==> src/hdl/exlex_pkg.sv <==
`default_nettype none
// ----------------------------------------------------------------------------
// exlex_pkg: shared types, codes and character classes
// Request payloads, scanner states, token kinds and small character tests
// used by the two-dialect expression lexer.
// ----------------------------------------------------------------------------
package exlex_pkg;

  typedef struct packed {
    logic [7:0] character;
    logic       end_of_text;
  } exlex_in_t;

  typedef struct packed {
    logic [7:0] tagged_char;
    logic       in_token;
    logic       keep_char;
    logic       token_first;
    logic       token_last;
    logic [2:0] token_kind;
    logic [1:0] error_code;
    logic       stream_done;
  } exlex_out_t;

  // Per-character tags from the classifier
  typedef struct packed {
    logic       in_token;
    logic       keep_char;
    logic       token_first;
    logic       token_last;
    logic [2:0] token_kind;
  } exlex_tag_t;

  typedef enum logic [3:0] {
    S_IDLE, S_DOTS, S_ALPHA, S_OPER, S_UNDER, S_NINT, S_NFRAC, S_NEXP,
    S_NEXPD, S_STR, S_STRESC, S_BOPEN, S_BLK, S_BSTAR, S_LOPEN, S_LINE
  } scan_state_t;

  localparam logic [2:0] KIND_PUNCT = 3'd0;
  localparam logic [2:0] KIND_DOTS  = 3'd1;
  localparam logic [2:0] KIND_STR   = 3'd2;
  localparam logic [2:0] KIND_ALPHA = 3'd3;
  localparam logic [2:0] KIND_OPER  = 3'd4;
  localparam logic [2:0] KIND_UNDER = 3'd5;
  localparam logic [2:0] KIND_NUM   = 3'd6;

  localparam logic [1:0] ERR_NONE    = 2'd0;
  localparam logic [1:0] ERR_COMMENT = 2'd1;
  localparam logic [1:0] ERR_STRING  = 2'd2;

  localparam logic [7:0] CH_BSLASH = 8'h5C;
  localparam logic [7:0] CH_BTICK  = 8'h60;
  localparam logic [7:0] CH_QUOTE  = 8'h27;
  localparam logic [7:0] CH_DQUOTE = 8'h22;
  localparam logic [7:0] CH_NL     = 8'h0A;

  localparam logic CFG_DIALECT = 1'b0;
  localparam logic CFG_EXP_EN  = 1'b1;

  function automatic logic is_digit(input logic [7:0] c);
    return (c >= "0") && (c <= "9");
  endfunction

  function automatic logic is_alpha(input logic [7:0] c);
    return ((c >= "a") && (c <= "z")) || ((c >= "A") && (c <= "Z")) || (c == CH_QUOTE);
  endfunction

  function automatic logic is_alnum(input logic [7:0] c);
    return is_alpha(c) || is_digit(c);
  endfunction

  function automatic logic is_sym(input logic [7:0] c);
    return (c == "~") || (c == CH_BTICK) || (c == "!") || (c == "@") || (c == "#") ||
           (c == "$") || (c == "^") || (c == "&") || (c == "*") || (c == "-") ||
           (c == "=") || (c == "+") || (c == ":") || (c == "<") || (c == ">") ||
           (c == "?") || (c == "/") || (c == CH_BSLASH) || (c == "|");
  endfunction

  function automatic logic is_exp(input logic [7:0] c, input logic exp_en);
    return exp_en && ((c == "e") || (c == "E"));
  endfunction

  function automatic logic is_punct(input logic [7:0] c, input logic dialect);
    logic r;
    case (c)
      "(", ")", "{", "}", "[", "]", ",", "%": r = 1'b1;
      ";":      r = ~dialect;
      CH_QUOTE: r = dialect;
      default:  r = 1'b0;
    endcase
    return r;
  endfunction

  // True when lookahead p continues a token in state st
  function automatic logic goes_on(input scan_state_t st, input logic pv,
                                   input logic [7:0] p, input logic dialect,
                                   input logic exp_en);
    logic r;
    case (st)
      S_DOTS:  r = (p == ".");
      S_ALPHA: r = dialect ? (is_alnum(p) || is_sym(p)) : is_alnum(p);
      S_OPER:  r = dialect ? (is_alnum(p) || is_sym(p)) : is_sym(p);
      S_UNDER: r = (p == "_");
      S_NINT:  r = is_digit(p) || (p == ".") || is_exp(p, exp_en);
      S_NFRAC: r = is_digit(p) || is_exp(p, exp_en);
      S_NEXP:  r = is_digit(p) || (p == "+") || (p == "-");
      S_NEXPD: r = is_digit(p);
      default: r = 1'b0;
    endcase
    return pv && r;
  endfunction

  function automatic logic [2:0] kind_of(input scan_state_t st);
    logic [2:0] k;
    case (st)
      S_DOTS:           k = KIND_DOTS;
      S_ALPHA:          k = KIND_ALPHA;
      S_OPER:           k = KIND_OPER;
      S_UNDER:          k = KIND_UNDER;
      S_STR, S_STRESC:  k = KIND_STR;
      default:          k = KIND_NUM;
    endcase
    return k;
  endfunction

endpackage
`default_nettype wire

==> src/hdl/expression_lexer_two_dialect_unit.sv <==
`default_nettype none
// ----------------------------------------------------------------------------
// expression_lexer_two_dialect_unit: byte-stream lexer, two dialects
// Tags each source character with token membership, boundaries and kind.
// ----------------------------------------------------------------------------
// Usage:
//   in_valid/in_stall/in_data carry one character (or an end-of-text mark)
//   per request. out_valid/out_stall/out_data carry one tagged character per
//   request. The first character of a stream only fills the lookahead
//   register and gives no result; each later character releases the tag of
//   the one before it. End of text releases the held character (or an empty
//   result) with stream_done set and any error code, and returns to idle.
//   Throughput is one request per cycle while out_stall holds no result: the
//   classifier is one combinational step between the lookahead and result
//   registers. A result appears in the cycle after its releasing request.
//   in_stall rises only while a result waits and out_stall is high; when the
//   receiver takes the result, a new request is accepted in the same cycle.
//   Reset (rst_n low, synchronous) empties the lookahead and result
//   registers, puts the scanner in idle, and sets dialect 0, exponent on.
//   cfg_we writes register cfg_index (0 dialect, 1 exponent enable).
// ----------------------------------------------------------------------------
module expression_lexer_two_dialect_unit
  import exlex_pkg::*;
(
  input  wire logic clk,
  input  wire logic rst_n,
  input  wire logic       in_valid,
  output logic            in_stall,
  input  wire exlex_in_t  in_data,
  output logic            out_valid,
  input  wire logic       out_stall,
  output exlex_out_t      out_data,
  input  wire logic       cfg_we,
  input  wire logic       cfg_index,
  input  wire logic       cfg_wdata
);

  logic        held_valid_r, held_valid_nxt;
  logic [7:0]  held_char_r, held_char_nxt;
  scan_state_t scan_r, scan_nxt;
  logic        dialect_r, exp_en_r;
  logic        out_valid_r, out_valid_nxt;
  exlex_out_t  out_r, out_nxt;

  exlex_tag_t  tag;
  scan_state_t cls_state_nxt;
  scan_state_t state_after;
  logic        accept;

  exlex_classify u_classify (
    .held_char  (held_char_r),
    .look_valid (~in_data.end_of_text),
    .look_char  (in_data.character),
    .state      (scan_r),
    .dialect    (dialect_r),
    .exp_en     (exp_en_r),
    .tag        (tag),
    .state_nxt  (cls_state_nxt)
  );

  assign in_stall  = out_valid_r & out_stall;
  assign accept    = in_valid & ~in_stall;
  assign out_valid = out_valid_r;
  assign out_data  = out_r;

  assign state_after = held_valid_r ? cls_state_nxt : scan_r;

  always_comb begin
    held_valid_nxt = held_valid_r;
    held_char_nxt  = held_char_r;
    scan_nxt       = scan_r;
    out_valid_nxt  = out_valid_r & out_stall;
    out_nxt        = out_r;
    if (accept) begin
      if (in_data.end_of_text) begin
        out_valid_nxt = 1'b1;
        out_nxt       = '0;
        if (held_valid_r) begin
          out_nxt.tagged_char = held_char_r;
          out_nxt.in_token    = tag.in_token;
          out_nxt.keep_char   = tag.keep_char;
          out_nxt.token_first = tag.token_first;
          out_nxt.token_last  = tag.token_last;
          out_nxt.token_kind  = tag.token_kind;
        end
        if ((state_after == S_BOPEN) || (state_after == S_BLK) ||
            (state_after == S_BSTAR)) begin
          out_nxt.error_code = ERR_COMMENT;
        end else if ((state_after == S_STR) || (state_after == S_STRESC)) begin
          out_nxt.error_code = ERR_STRING;
        end else begin
          out_nxt.error_code = ERR_NONE;
        end
        out_nxt.stream_done = 1'b1;
        held_valid_nxt = 1'b0;
        held_char_nxt  = '0;
        scan_nxt       = S_IDLE;
      end else begin
        // the held character is released only once its lookahead arrives
        if (held_valid_r) begin
          out_valid_nxt       = 1'b1;
          out_nxt.tagged_char = held_char_r;
          out_nxt.in_token    = tag.in_token;
          out_nxt.keep_char   = tag.keep_char;
          out_nxt.token_first = tag.token_first;
          out_nxt.token_last  = tag.token_last;
          out_nxt.token_kind  = tag.token_kind;
          out_nxt.error_code  = ERR_NONE;
          out_nxt.stream_done = 1'b0;
          scan_nxt            = cls_state_nxt;
        end else begin
          out_valid_nxt = 1'b0;
        end
        held_valid_nxt = 1'b1;
        held_char_nxt  = in_data.character;
      end
    end
  end

  always_ff @(posedge clk) begin
    if (!rst_n) begin
      held_valid_r <= 1'b0;
      held_char_r  <= '0;
      scan_r       <= S_IDLE;
      out_valid_r  <= 1'b0;
      dialect_r    <= 1'b0;
      exp_en_r     <= 1'b1;
    end else begin
      held_valid_r <= held_valid_nxt;
      held_char_r  <= held_char_nxt;
      scan_r       <= scan_nxt;
      out_valid_r  <= out_valid_nxt;
      if (cfg_we && (cfg_index == CFG_DIALECT)) begin
        dialect_r <= cfg_wdata;
      end
      if (cfg_we && (cfg_index == CFG_EXP_EN)) begin
        exp_en_r <= cfg_wdata;
      end
    end
  end

  always_ff @(posedge clk) begin
    out_r <= out_nxt;
  end

endmodule
`default_nettype wire

==> src/hdl/exlex_classify.sv <==
`default_nettype none
// ----------------------------------------------------------------------------
// exlex_classify: tag one held character
// Combinational scanner step: takes the held character, its lookahead and
// the scanner state, and gives the character's tags and the next state.
// ----------------------------------------------------------------------------
module exlex_classify
  import exlex_pkg::*;
(
  input  wire logic [7:0]  held_char,
  input  wire logic        look_valid,
  input  wire logic [7:0]  look_char,
  input  wire scan_state_t state,
  input  wire logic        dialect,
  input  wire logic        exp_en,
  output exlex_tag_t       tag,
  output scan_state_t      state_nxt
);

  logic        tok;
  logic        first;
  logic        last;
  logic        keep;
  logic [2:0]  kind;
  scan_state_t ns;
  logic [7:0]  c;
  logic [7:0]  p;
  logic        pv;

  assign c  = held_char;
  assign p  = look_char;
  assign pv = look_valid;

  always_comb begin
    tok   = 1'b0;
    first = 1'b0;
    last  = 1'b0;
    keep  = 1'b1;
    kind  = KIND_PUNCT;
    ns    = S_IDLE;
    case (state)
      S_IDLE: begin
        if (is_punct(c, dialect)) begin
          tok = 1'b1; first = 1'b1; last = 1'b1;
        end else if ((c == ".") && !(pv && is_digit(p))) begin
          tok = 1'b1; first = 1'b1; ns = S_DOTS;
        end else if ((c == "/") && pv && (p == "*")) begin
          ns = S_BOPEN;
        end else if (!dialect && (c == "/") && pv && (p == "/")) begin
          ns = S_LOPEN;
        end else if (dialect && (c == ";")) begin
          ns = S_LINE;
        end else if (c == CH_DQUOTE) begin
          tok = 1'b1; first = 1'b1; kind = KIND_STR; ns = S_STR;
        end else if (is_alpha(c)) begin
          tok = 1'b1; first = 1'b1; ns = S_ALPHA;
        end else if (is_sym(c)) begin
          tok = 1'b1; first = 1'b1; ns = S_OPER;
        end else if (c == "_") begin
          tok = 1'b1; first = 1'b1; ns = S_UNDER;
        end else if (is_digit(c) || (c == ".")) begin
          tok = 1'b1; first = 1'b1; ns = S_NINT;
        end
        // Close a fresh token at once if the lookahead does not extend it
        if (tok && (ns != S_STR) && (ns != S_IDLE)) begin
          kind = kind_of(ns);
          last = !goes_on(ns, pv, p, dialect, exp_en);
          if (last) begin
            ns = S_IDLE;
          end
        end
      end
      S_STR: begin
        tok  = 1'b1;
        kind = KIND_STR;
        if (c == CH_DQUOTE) begin
          last = 1'b1;
          ns   = S_IDLE;
        end else if (c == CH_BSLASH) begin
          keep = 1'b0;
          ns   = S_STRESC;
        end else begin
          ns = S_STR;
        end
      end
      S_STRESC: begin
        tok  = 1'b1;
        kind = KIND_STR;
        ns   = S_STR;
      end
      S_BOPEN: ns = S_BLK;
      S_BLK:   ns = (c == "*") ? S_BSTAR : S_BLK;
      S_BSTAR: ns = (c == "/") ? S_IDLE : ((c == "*") ? S_BSTAR : S_BLK);
      S_LOPEN: ns = S_LINE;
      S_LINE:  ns = (c == CH_NL) ? S_IDLE : S_LINE;
      default: begin
        // continuing dots, atom, operator, underscore or number
        tok  = 1'b1;
        kind = kind_of(state);
        if (state == S_NINT) begin
          ns = is_digit(c) ? S_NINT : ((c == ".") ? S_NFRAC : S_NEXP);
        end else if (state == S_NFRAC) begin
          ns = is_digit(c) ? S_NFRAC : S_NEXP;
        end else if ((state == S_NEXP) || (state == S_NEXPD)) begin
          ns = S_NEXPD;
        end else begin
          ns = state;
        end
        last = !goes_on(ns, pv, p, dialect, exp_en);
        if (last) begin
          ns = S_IDLE;
        end
      end
    endcase
    if (!tok) begin
      keep = 1'b0;
      kind = KIND_PUNCT;
    end
  end

  assign tag.in_token    = tok;
  assign tag.keep_char   = keep;
  assign tag.token_first = first;
  assign tag.token_last  = last;
  assign tag.token_kind  = kind;
  assign state_nxt       = ns;

endmodule
`default_nettype wire
==> config.mk <==
export PLATFORM = sky130hd
export DESIGN_NAME = expression_lexer_two_dialect_unit
export DESIGN_NICKNAME = d
export VERILOG_FILES = /design/src/hdl/exlex_pkg.sv /design/src/hdl/expression_lexer_two_dialect_unit.sv /design/src/hdl/exlex_classify.sv
export SDC_FILE = /design/constraint.sdc
export NUM_CORES = 1
export LEC_CHECK = 0
export BUFFER_PORTS_ARGS = -buffer_cell sky130_fd_sc_hd__buf_2
export CORE_UTILIZATION = 40
export DETAILED_ROUTE_END_ITERATION = 12
export MAX_ROUTING_LAYER = met4
export PLACE_DENSITY = 0.71
export SLEW_MARGIN = 20
export SYNTH_ARGS = -nofsm -noshare
export SYNTH_HDL_FRONTEND = slang
export SYNTH_SLANG_ARGS = --single-unit
export TNS_END_PERCENT = 10
==> constraint.sdc <==
create_clock -name clk -period 3.75 [get_ports clk]
set_input_delay 0.375 -clock clk [delete_from_list [all_inputs] [get_ports clk]]
set_output_delay 0.375 -clock clk [all_outputs]
set_load 0.005 [all_outputs]
==> results.py, run 1 <==
metrics = {
    "placed_design": {
        "dp_hpwl_microns": 5759,
        "portBuffers": 35,
        "finalWeightedCongestion": 0.9617,
    },
    "yosys": {
        "async_reset_ff_frac": 0,
        "ys_seq_area_frac": 0.3010,
        "synth.most_common_cell": "nand2_1",
        "avgSynthCellArea_sq_um": 8.103,
        "synth.net_count": 369,
        "ys.flop_type": "edfxtp_1",
        "synth_top_area_frac": 0.1890,
        "synth_edf_count": 18,
        "ys_seq_elements": 34,
        "synth_cells": 353,
        "synth_area_sq_um": 2860,
        "synth_common_cells": "31 x nand2_1, 22 x nor2_1, 21 x clkbuf_1, 20 x a21oi_1, 19 x nor2b_1",
        "ys_types": 67,
        "ys.warnings.count": 0,
        "yosys-top-cells-area": "edfxtp_1 19%, dfxtp_1 11%, nor2b_1 4.2%",
        "synth_top_cell_by_area": "edfxtp_1",
    },
    "global_route": {
        "grt_pass1_vias": 2459,
        "groute.usage.overall": 0.2219,
        "grt_pass1_wl_microns": 12590,
        "grt_max_degree": 26,
        "overflow": 0,
        "antenna_found_initial": 0,
    },
    "timing": {
        "post-route-period-util": 0.9269,
        "setup_viol_count_final": 0,
        "layout_min_cycle_time_ns": 3.476,
        "slew_violations": 0,
        "worst_slew_pin_slew_ns": 0.7926,
        "hold_viol_final": 0,
        "relSlewSlack": 0.4703,
        "fmax_mhz": 287.7,
        "skew_ns": 0.003788,
        "timing.hold.ws_ns": 0.3386,
        "setup_tns_ns": 0,
        "rsz0062_at_grt": "false",
    },
    "critical_path": {
        "required_ns": 3.79,
        "end_kind": "flop",
        "crit_type": "flop to flop",
        "r2r-start": "held_char_r[2]",
        "cp-startpoint": "held_char_r[2]",
        "cp-start-kind": "flop",
        "cp_max_fo": 17,
        "critPathArrivalTime_ns": 3.52,
    },
    "min_path": {
        "hold_path.class": "input port to flop",
        "worstHoldStart": "cfg_wdata",
    },
    "floorplan": {
        "start_util": 0.4164,
        "die_y_microns": 86.56,
        "die_w_microns": 86.56,
        "dieArea_sq_um": 7493,
        "io-pin-count": 36,
        "rows": 30,
        "core_sq_um": 6869,
    },
    "clocking": {
        "cts_buffer_depth": 2,
        "cts_tree": "yes",
        "post_cts_buffers": 0,
        "cts_buffers": 5,
        "clock_sinks": 34,
        "cts-resized-gates": 0,
        "clkTransAtPathRegs_ns": 0.07,
        "ctsHoldBuffers": 0,
        "cts_htree_levels": 2,
        "cts_root_buf": "clkbuf_8",
        "clk_latency_ns": 0.29,
    },
    "drt": {
        "drt_iter0_drc": 340,
        "wire_per_inst_microns": 16.56,
        "num_vias": 2873,
        "drc": 0,
        "routed_wl_microns": 7832,
        "antenna_left": 0,
        "firstDrtPassIters": 6,
        "viasPerCell": 6.074,
    },
    "pwr": {
        "ir_drop_uv": 175.6,
        "total_leakage_power_nw": 1.245,
        "p_per_area_nw_per_um2": 268.7,
    },
    "final_layout": {
        "final_core_util": 0.4652,
        "final_nets": 392,
        "antenna_cells": 0,
        "drive_above_1_share": 0.1989,
        "area_delta_synth_final_pct": 11.72,
    },
    "run": {
        "maxCapViolations": 0,
    },
    "status": {
        "status": "completed",
    },
}
routing by layer:
layer | share of wire | global-route usage | vias up
li1 | - | - | 1368
met3 | 0.075 | 0.03619 | 18
met2 | 0.44 | 0.3189 | 150
met4 | 0.019 | 0.07121 | 0
met5 | 0 | - | -
met1 | 0.47 | 0.3164 | 1337
metrics by stage:
step                      std cells  power, mW  instance area, sq um  worst slack [ns]
after global placement          465     0.5756                  3104            0.4503
after floorplan                 353     0.5294                  2860            0.7836
final                           473     0.8587                  3196            0.2742
after global routing            473     0.8902                  3196           0.01482
after detailed placement        465     0.5775                  3104            0.3097
after CTS                       473     0.8606                  3196            0.2821
registers in the layout, indices dropped and copies added (netlist names):
name	cells
exp_en_r	1
out_valid	1
held_valid_r	1
dialect_r	1
out_data	18
held_char_r	8
scan_r	4
path summary, 6_finish.rpt:
| check | depth (start not counted) | slack [ns] | end |
|---|---|---|---|
| setup reg to reg | 11 | 0.27 | out_data[2] |
| hold reg to reg | 2 | 0.50 | exp_en_r |
| hold / removal | 3 | 0.34 | exp_en_r |
| setup / recovery | 11 | 0.27 | out_data[2] |
report_power, final:
group          leakage (nW)  internal (mW)  total [mW]  switching [mW]
Combinational         0.894         0.0578       0.143          0.0857
Clock                0.0482          0.148       0.287           0.139
Sequential            0.303          0.409       0.429          0.0192
Total                  1.25          0.615       0.859           0.243
layout by cell type, fill, tap and decap left out, types with 4 or more instances in the layout:
cell type | Yosys | layout
buf_2 | 5 | 35
nand2_1 | 31 | 31
nor2_1 | 22 | 22
a21oi_1 | 20 | 20
nor2b_1 | 19 | 19
o21ai_0 | 18 | 18
edfxtp_1 | 18 | 18
dfxtp_1 | 16 | 16
and2_1 | 14 | 14
nand2b_1 | 13 | 13
inv_1 | 11 | 11
nor3_1 | 10 | 10
nor3b_1 | 8 | 8
nand3_1 | 8 | 8
o31ai_1 | 7 | 7
buf_4 | 0 | 7
clkbuf_8 | 0 | 6
or2_2 | 5 | 5
nand4_1 | 5 | 5
mux2i_1 | 5 | 5
a211o_1 | 4 | 4
o21a_1 | 4 | 4
or3_1 | 4 | 4
a41oi_1 | 4 | 4
o22ai_1 | 4 | 4
a41o_1 | 4 | 4
a31o_2 | 4 | 4
a22oi_1 | 4 | 4
critical path, stage by stage, from the launching register on:
cell      delay (ns)
dfxtp_1         0.65
nand2_2         0.24
o311ai_0        0.36
o31ai_1         0.19
nor4b_2         0.43
nor2_1          0.15
o311a_1         0.32
a21oi_2         0.15
o211ai_2        0.14
a31oi_2         0.31
xor2_1          0.21
nor3b_2         0.07
kinds of logic (layout without fill, tap and decap cells):
logic type      after synthesis  after routing  synth area share
compound gates              105            105            0.2717
xor+xnor                      4              4           0.01225
buf+inv                      37             61           0.05074
mux                           5              5           0.01750
flops                        34             34            0.3010
simple gates                168            168            0.3469
final cells by class:
cell class / instances / area, sq um
Tap cell: 96 / 120.1
Timing Repair Buffer: 42 / 227.7
Sequential cell: 34 / 860.8
Clock inverter: 1 / 5.005
Multi-Input combinational cell: 282 / 1854
Clock buffer: 7 / 86.33
Fill cell: 679 / 3674
Inverter: 11 / 41.29
Power figures use the tool's default switching activity.
==> inputs of run 2 (changes only) <==
--- a/config.mk
+++ b/config.mk
@@ -6,10 +6,11 @@
 export NUM_CORES = 1
 export LEC_CHECK = 0
 export BUFFER_PORTS_ARGS = -buffer_cell sky130_fd_sc_hd__buf_2
-export CORE_UTILIZATION = 40
+export CORE_UTILIZATION = 30
 export DETAILED_ROUTE_END_ITERATION = 12
 export MAX_ROUTING_LAYER = met4
-export PLACE_DENSITY = 0.71
+export PLACE_DENSITY_LB_ADDON = 0.25
+export SETUP_SLACK_MARGIN = 0.4
 export SLEW_MARGIN = 20
 export SYNTH_ARGS = -nofsm -noshare
 export SYNTH_HDL_FRONTEND = slang
==> run 2 against run 1 <==
Against the previous run: non-clock buffer count stayed put; worst hold slack better by 0.0039 ns; die area is 33% higher; cell area is 2.5% higher; largest cell class unchanged; global-route usage is 4.5 points lower.
==> results.py, run 2 (same netlist as run 1, synthesis figures left out) <==
metrics = {
    "clocking": {
        "cts_buffers": 5,
        "clk_latency_ns": 0.29,
        "clock_sinks": 34,
        "cts_buffer_depth": 2,
        "cts_tree": "yes",
        "clkTransAtPathRegs_ns": 0.07,
        "cts_htree_levels": 2,
        "cts_root_buf": "clkbuf_8",
        "ctsHoldBuffers": 0,
    },
    "final_layout": {
        "final_cell_area_sq_um": 3276,
        "final_cell_mix": "35 x buf_2, 31 x nand2_1, 22 x nor2_1",
        "antenna_cells": 0,
        "final_nets": 392,
        "final_common_cell": "buf_2",
        "drive_above_1_share": 0.2202,
        "area_delta_synth_final_pct": 14.52,
        "fill_cells": 977,
        "largest_register_ffs": 18,
        "instances_no_fill": 506,
    },
    "critical_path": {
        "required_ns": 3.79,
        "cp_max_fo": 18,
        "r2r_end": "out_data[2]",
        "crit_type": "flop to flop",
        "critPathArrivalTime_ns": 3.23,
        "r2r-start": "held_char_r[1]",
        "rr_worst_depth": 11,
        "end_kind": "flop",
        "cp-start-kind": "flop",
        "r2r_slack_ns": 0.56,
    },
    "drt": {
        "viasPerCell": 5.757,
        "drt_iter0_drc": 248,
        "routed_wl_microns": 8191,
        "wire_per_inst_microns": 16.19,
        "antenna_left": 0,
        "num_vias": 2913,
        "firstDrtPassIters": 7,
        "drc": 0,
    },
    "timing": {
        "worst_slew_pin_slew_ns": 0.8272,
        "skew_ns": 0.005755,
        "setup_tns_ns": 0,
        "rsz0062_at_grt": "false",
        "hold_viol_final": 0,
        "layout_min_cycle_time_ns": 3.191,
        "post-route-period-util": 0.8509,
        "relSlewSlack": 0.4472,
        "fmax_mhz": 313.4,
        "slew_violations": 0,
        "timing.hold.ws_ns": 0.3425,
        "setup_viol_count_final": 0,
    },
    "global_route": {
        "overflow": 0,
        "grt_pass1_wl_microns": 13550,
        "grt_max_degree": 26,
        "grt_pass1_vias": 2600,
        "groute.usage.overall": 0.1769,
        "antenna_found_initial": 0,
    },
    "floorplan": {
        "io-pin-count": 36,
        "start_util": 0.3095,
        "dieArea_sq_um": 9928,
        "core_sq_um": 9240,
        "die_y_microns": 99.64,
        "die_w_microns": 99.64,
        "rows": 35,
    },
    "min_path": {
        "worstHoldStart": "cfg_wdata",
        "hold_depth": 3,
        "hold_path.class": "input port to flop",
        "min_to": "exp_en_r",
    },
    "pwr": {
        "pwr-share-seq": 0.497,
        "p_switching_mw": 0.2467,
        "p_int_mw": 0.6170,
        "ir_drop_uv": 119.7,
        "p_comb_frac": 0.171,
        "clkPwrFrac": 0.332,
        "p_total_mw": 0.8637,
        "p_per_area_nw_per_um2": 263.7,
        "total_leakage_power_nw": 1.269,
        "swShare": 0.2856,
    },
    "run": {
        "maxCapViolations": 0,
    },
    "placed_design": {
        "dp_hpwl_microns": 6093,
        "portBuffers": 35,
        "dpl-instance-area_sq_um": 3146,
        "finalWeightedCongestion": 0.9175,
        "dp.cells": 498,
    },
    "status": {
        "status": "completed",
    },
}
run 2: per-stage QoR:
| step | setup WS [ns] | utilization |
|---|---|---|
| after floorplan | 0.7836 | - |
| after global placement | 0.4701 | 0.3404 |
| after detailed placement | 0.3117 | 0.3404 |
| after CTS | 0.4591 | 0.3506 |
| after global routing | 0.3772 | 0.3545 |
| final | 0.5593 | 0.3545 |
run 2: layout make-up:
type / count / area, sq um / share of cell area
Multi-Input combinational cell: 282 / 1887 / 0.5760
Sequential cell: 34 / 867.1 / 0.2647
Timing Repair Buffer: 42 / 227.7 / 0.06952
Tap cell: 129 / 161.4 / 0.04927
Clock buffer: 7 / 86.33 / 0.02636
Inverter: 11 / 41.29 / 0.01261
Clock inverter: 1 / 5.005 / 0.001528
run 2: worst max path at each step:
stage	startpoint	end	slack, ns	cells after the start
floorplan	in_data[5]	out_data[2]	0.78	12
global placement	held_char_r[3]	out_data[2]	0.47	11
detailed placement	held_char_r[2]	out_data[2]	0.31	11
CTS	held_char_r[4]	out_data[2]	0.46	11
global route	held_char_r[2]	out_data[2]	0.38	11
finish	held_char_r[1]	out_data[2]	0.56	11
run 2: power groups by stage:
| stage | Sequential [mW] | Clock [mW] | Combinational [mW] |
|---|---|---|---|
| global placement | 0.436 | 0 | 0.144 |
| CTS | 0.428 | 0.302 | 0.144 |
| global route | 0.432 | 0.310 | 0.165 |
| finish | 0.429 | 0.286 | 0.148 |
| detailed placement | 0.437 | 0 | 0.144 |
| floorplan | 0.427 | 0 | 0.102 |
run 2: worst max-delay path, stage by stage (launching register included):
cell and delay [ns]:
dfxtp_2 0.42, or4_1 0.54, a211o_1 0.32, o31ai_2 0.14, nand4b_1 0.22, nand2_1 0.09, nor3_1 0.34, a21oi_2 0.11
o211ai_2 0.29, a31o_2 0.23, xor2_1 0.18, nor3b_2 0.06
run 2: what timing repair did:
action | 4_1_cts | 5_1_grt
pin swaps | 0 | 1
endpoints found under the setup margin | 2 | 4
buffers inserted | 0 | 0
gates resized for setup | 2 | 10
run 2: metal layers:
layer | vias to the layer above | GRT usage | share of wire
met1 | 1378 | 0.2488 | 0.46
met4 | 0 | 0.05090 | 0.019
met3 | 19 | 0.02811 | 0.082
met2 | 145 | 0.2607 | 0.44
met5 | - | - | 0
li1 | 1371 | - | -
==> inputs of run 3 (changes only) <==
==> constraint.sdc (replaced) <==
create_clock -name clk -period 3.75 [get_ports clk]
set_input_delay 0.5625 -clock clk [delete_from_list [all_inputs] [get_ports clk]]
set_output_delay 0.5625 -clock clk [all_outputs]
set_load 0.005 [all_outputs]
==> run 3 against run 2 <==
Against the previous run: sequential cell count stayed put; die area unchanged; global-route usage shrank 0.090 points; critical path type unchanged; critical endpoint unchanged; largest power group unchanged; highest routed layer unchanged.
==> results.py, run 3 (same netlist as run 1, synthesis figures left out) <==
metrics = {
    "status": {
        "status": "completed",
    },
    "timing": {
        "post-route-period-util": 0.8413,
        "layout_min_cycle_time_ns": 3.155,
        "fmax_mhz": 317.0,
        "skew_ns": 0.008342,
        "timing.hold.ws_ns": 0.4845,
        "hold_viol_final": 0,
        "worst_slew_pin_slew_ns": 0.7706,
        "relSlewSlack": 0.4850,
        "setup_viol_count_final": 0,
        "setup_tns_ns": 0,
        "rsz0062_at_grt": "false",
        "slew_violations": 0,
    },
    "critical_path": {
        "cp-start-kind": "flop",
        "required_ns": 3.80,
        "crit_type": "flop to flop",
        "critPathArrivalTime_ns": 3.20,
        "cp_max_fo": 8,
        "end_kind": "flop",
        "r2r_slack_ns": 0.60,
        "crit_chain": "or4b_4, o311ai_2, o211ai_2, o311a_1, o21ai_0, a31o_2, nand2_2, a41o_1, a31oi_4, xor2_1, nor3b_2",
        "max_stage_delay_ns": 0.57,
        "crit_path_top_delay_cell": "or4b_4",
        "cp-startpoint": "held_char_r[7]",
        "r2r-start": "held_char_r[7]",
    },
    "global_route": {
        "groute.usage.overall": 0.1760,
        "grt_max_degree": 26,
        "overflow": 0,
        "grt_pass1_vias": 2662,
        "grt_pass1_wl_microns": 13540,
        "antenna_found_initial": 0,
    },
    "final_layout": {
        "final_cell_mix": "35 x buf_2, 31 x nand2_1, 22 x nor2_1",
        "area_delta_synth_final_pct": 15.18,
        "final_common_cell": "buf_2",
        "fill_cells": 988,
        "instances_no_fill": 507,
        "antenna_cells": 0,
        "final_nets": 393,
        "register_area_sq_um": 873.3,
        "drive_above_1_share": 0.2275,
        "multi_input_area_sq_um": 1892,
        "largest_register_ffs": 18,
    },
    "clocking": {
        "cts_tree": "yes",
        "cts_buffer_depth": 2,
        "clock_sinks": 34,
        "cts_htree_levels": 2,
        "clkTransAtPathRegs_ns": 0.08,
        "cts_root_buf": "clkbuf_8",
        "ctsHoldBuffers": 0,
        "clk_latency_ns": 0.29,
        "cts_buffers": 5,
    },
    "floorplan": {
        "die_w_microns": 99.64,
        "dieArea_sq_um": 9928,
        "rows": 35,
        "start_util": 0.3095,
        "io-pin-count": 36,
        "core_sq_um": 9240,
        "die_y_microns": 99.64,
    },
    "placed_design": {
        "finalWeightedCongestion": 0.9551,
        "dp_hpwl_microns": 6005,
        "portBuffers": 35,
        "dp.cells": 498,
    },
    "run": {
        "maxCapViolations": 0,
    },
    "drt": {
        "num_vias": 2813,
        "wire_per_inst_microns": 15.87,
        "firstDrtPassIters": 5,
        "viasPerCell": 5.548,
        "drt_iter0_drc": 288,
        "routed_wl_microns": 8044,
        "drc": 0,
        "antenna_left": 0,
    },
    "pwr": {
        "ir_drop_uv": 132.2,
        "p_per_area_nw_per_um2": 261.0,
        "total_leakage_power_nw": 1.283,
    },
    "min_path": {
        "hold_path.class": "flop to flop",
        "worstHoldStart": "exp_en_r",
    },
}
==> run 3: changes by cell type in the layout (fill, tap and decap cells not counted) <==
| cell | previous run | this run |
|---|---|---|
| nor3b_2 | 2 | 3 |
| dfxtp_1 | 11 | 10 |
| buf_4 | 7 | 8 |
| dfxtp_4 | 0 | 2 |
| dfxtp_2 | 5 | 4 |
| nor3b_1 | 7 | 6 |
| o21ai_1 | 1 | 2 |
| o21ai_0 | 17 | 16 |
==> run 3: per-layer routing <==
metal | wire, microns | global-route usage | vias up
met3 | 484 | 0.02460 | 18
li1 | - | - | 1374
met5 | 0 | - | -
met2 | 3485 | 0.2762 | 107
met4 | 199 | 0.05769 | 0
met1 | 3875 | 0.2334 | 1314
==> run 3: where the power goes <==
group,switching [mW],leakage (nW),total [mW],internal [mW]
Sequential,0.0171,0.306,0.426,0.409
Clock,0.138,0.0482,0.286,0.148
Combinational,0.0882,0.928,0.148,0.0597
==> run 3: metrics by stage <==
step / total power, mW / utilization / area, sq um / setup slack [ns]
finish: 0.8598 / 0.3565 / 3294 / 0.5952
global route: 0.9025 / 0.3565 / 3294 / 0.4425
CTS: 0.8638 / 0.3506 / 3239 / 0.4518
detailed placement: 0.5785 / 0.3404 / 3146 / 0.1906
global placement: 0.5772 / 0.3404 / 3146 / 0.1603
floorplan: 0.5294 / - / 2860 / 0.5961
==> run 3: final timing paths <==
path,endpoint,cells past startpoint
worst max-delay path,out_data[2],11
worst min-delay path,exp_en_r,2
worst min register to register,exp_en_r,2
worst max register to register,out_data[2],11
==> run 3: layout make-up <==
cell class,count,area share
multi-input cells,282,0.5742
flip-flops and latches,34,0.2651
repair buffers,43,0.07140
well taps,129,0.04899
clock buffers,7,0.02621
inverters,11,0.01253
clock inverters,1,0.001519
==> run 3: timing repair <==
item / in CTS / in global routing
pin swaps: 0 / 3
cloned: 0 / 0
buffers inserted: 0 / 1
setup endpoints to repair: 3 / 6
resized for setup: 2 / 15
hold endpoints to repair: 0 / 0
==> run 3: critical path: cells and delay by family (launching register included) <==
kind | cells | cell delay [ns]
DFF | 1 | 0.40
AOI/OAI and AO/OA | 7 | 1.61
xor gates and xnor gates | 1 | 0.19
and+or+nand+nor | 3 | 0.70
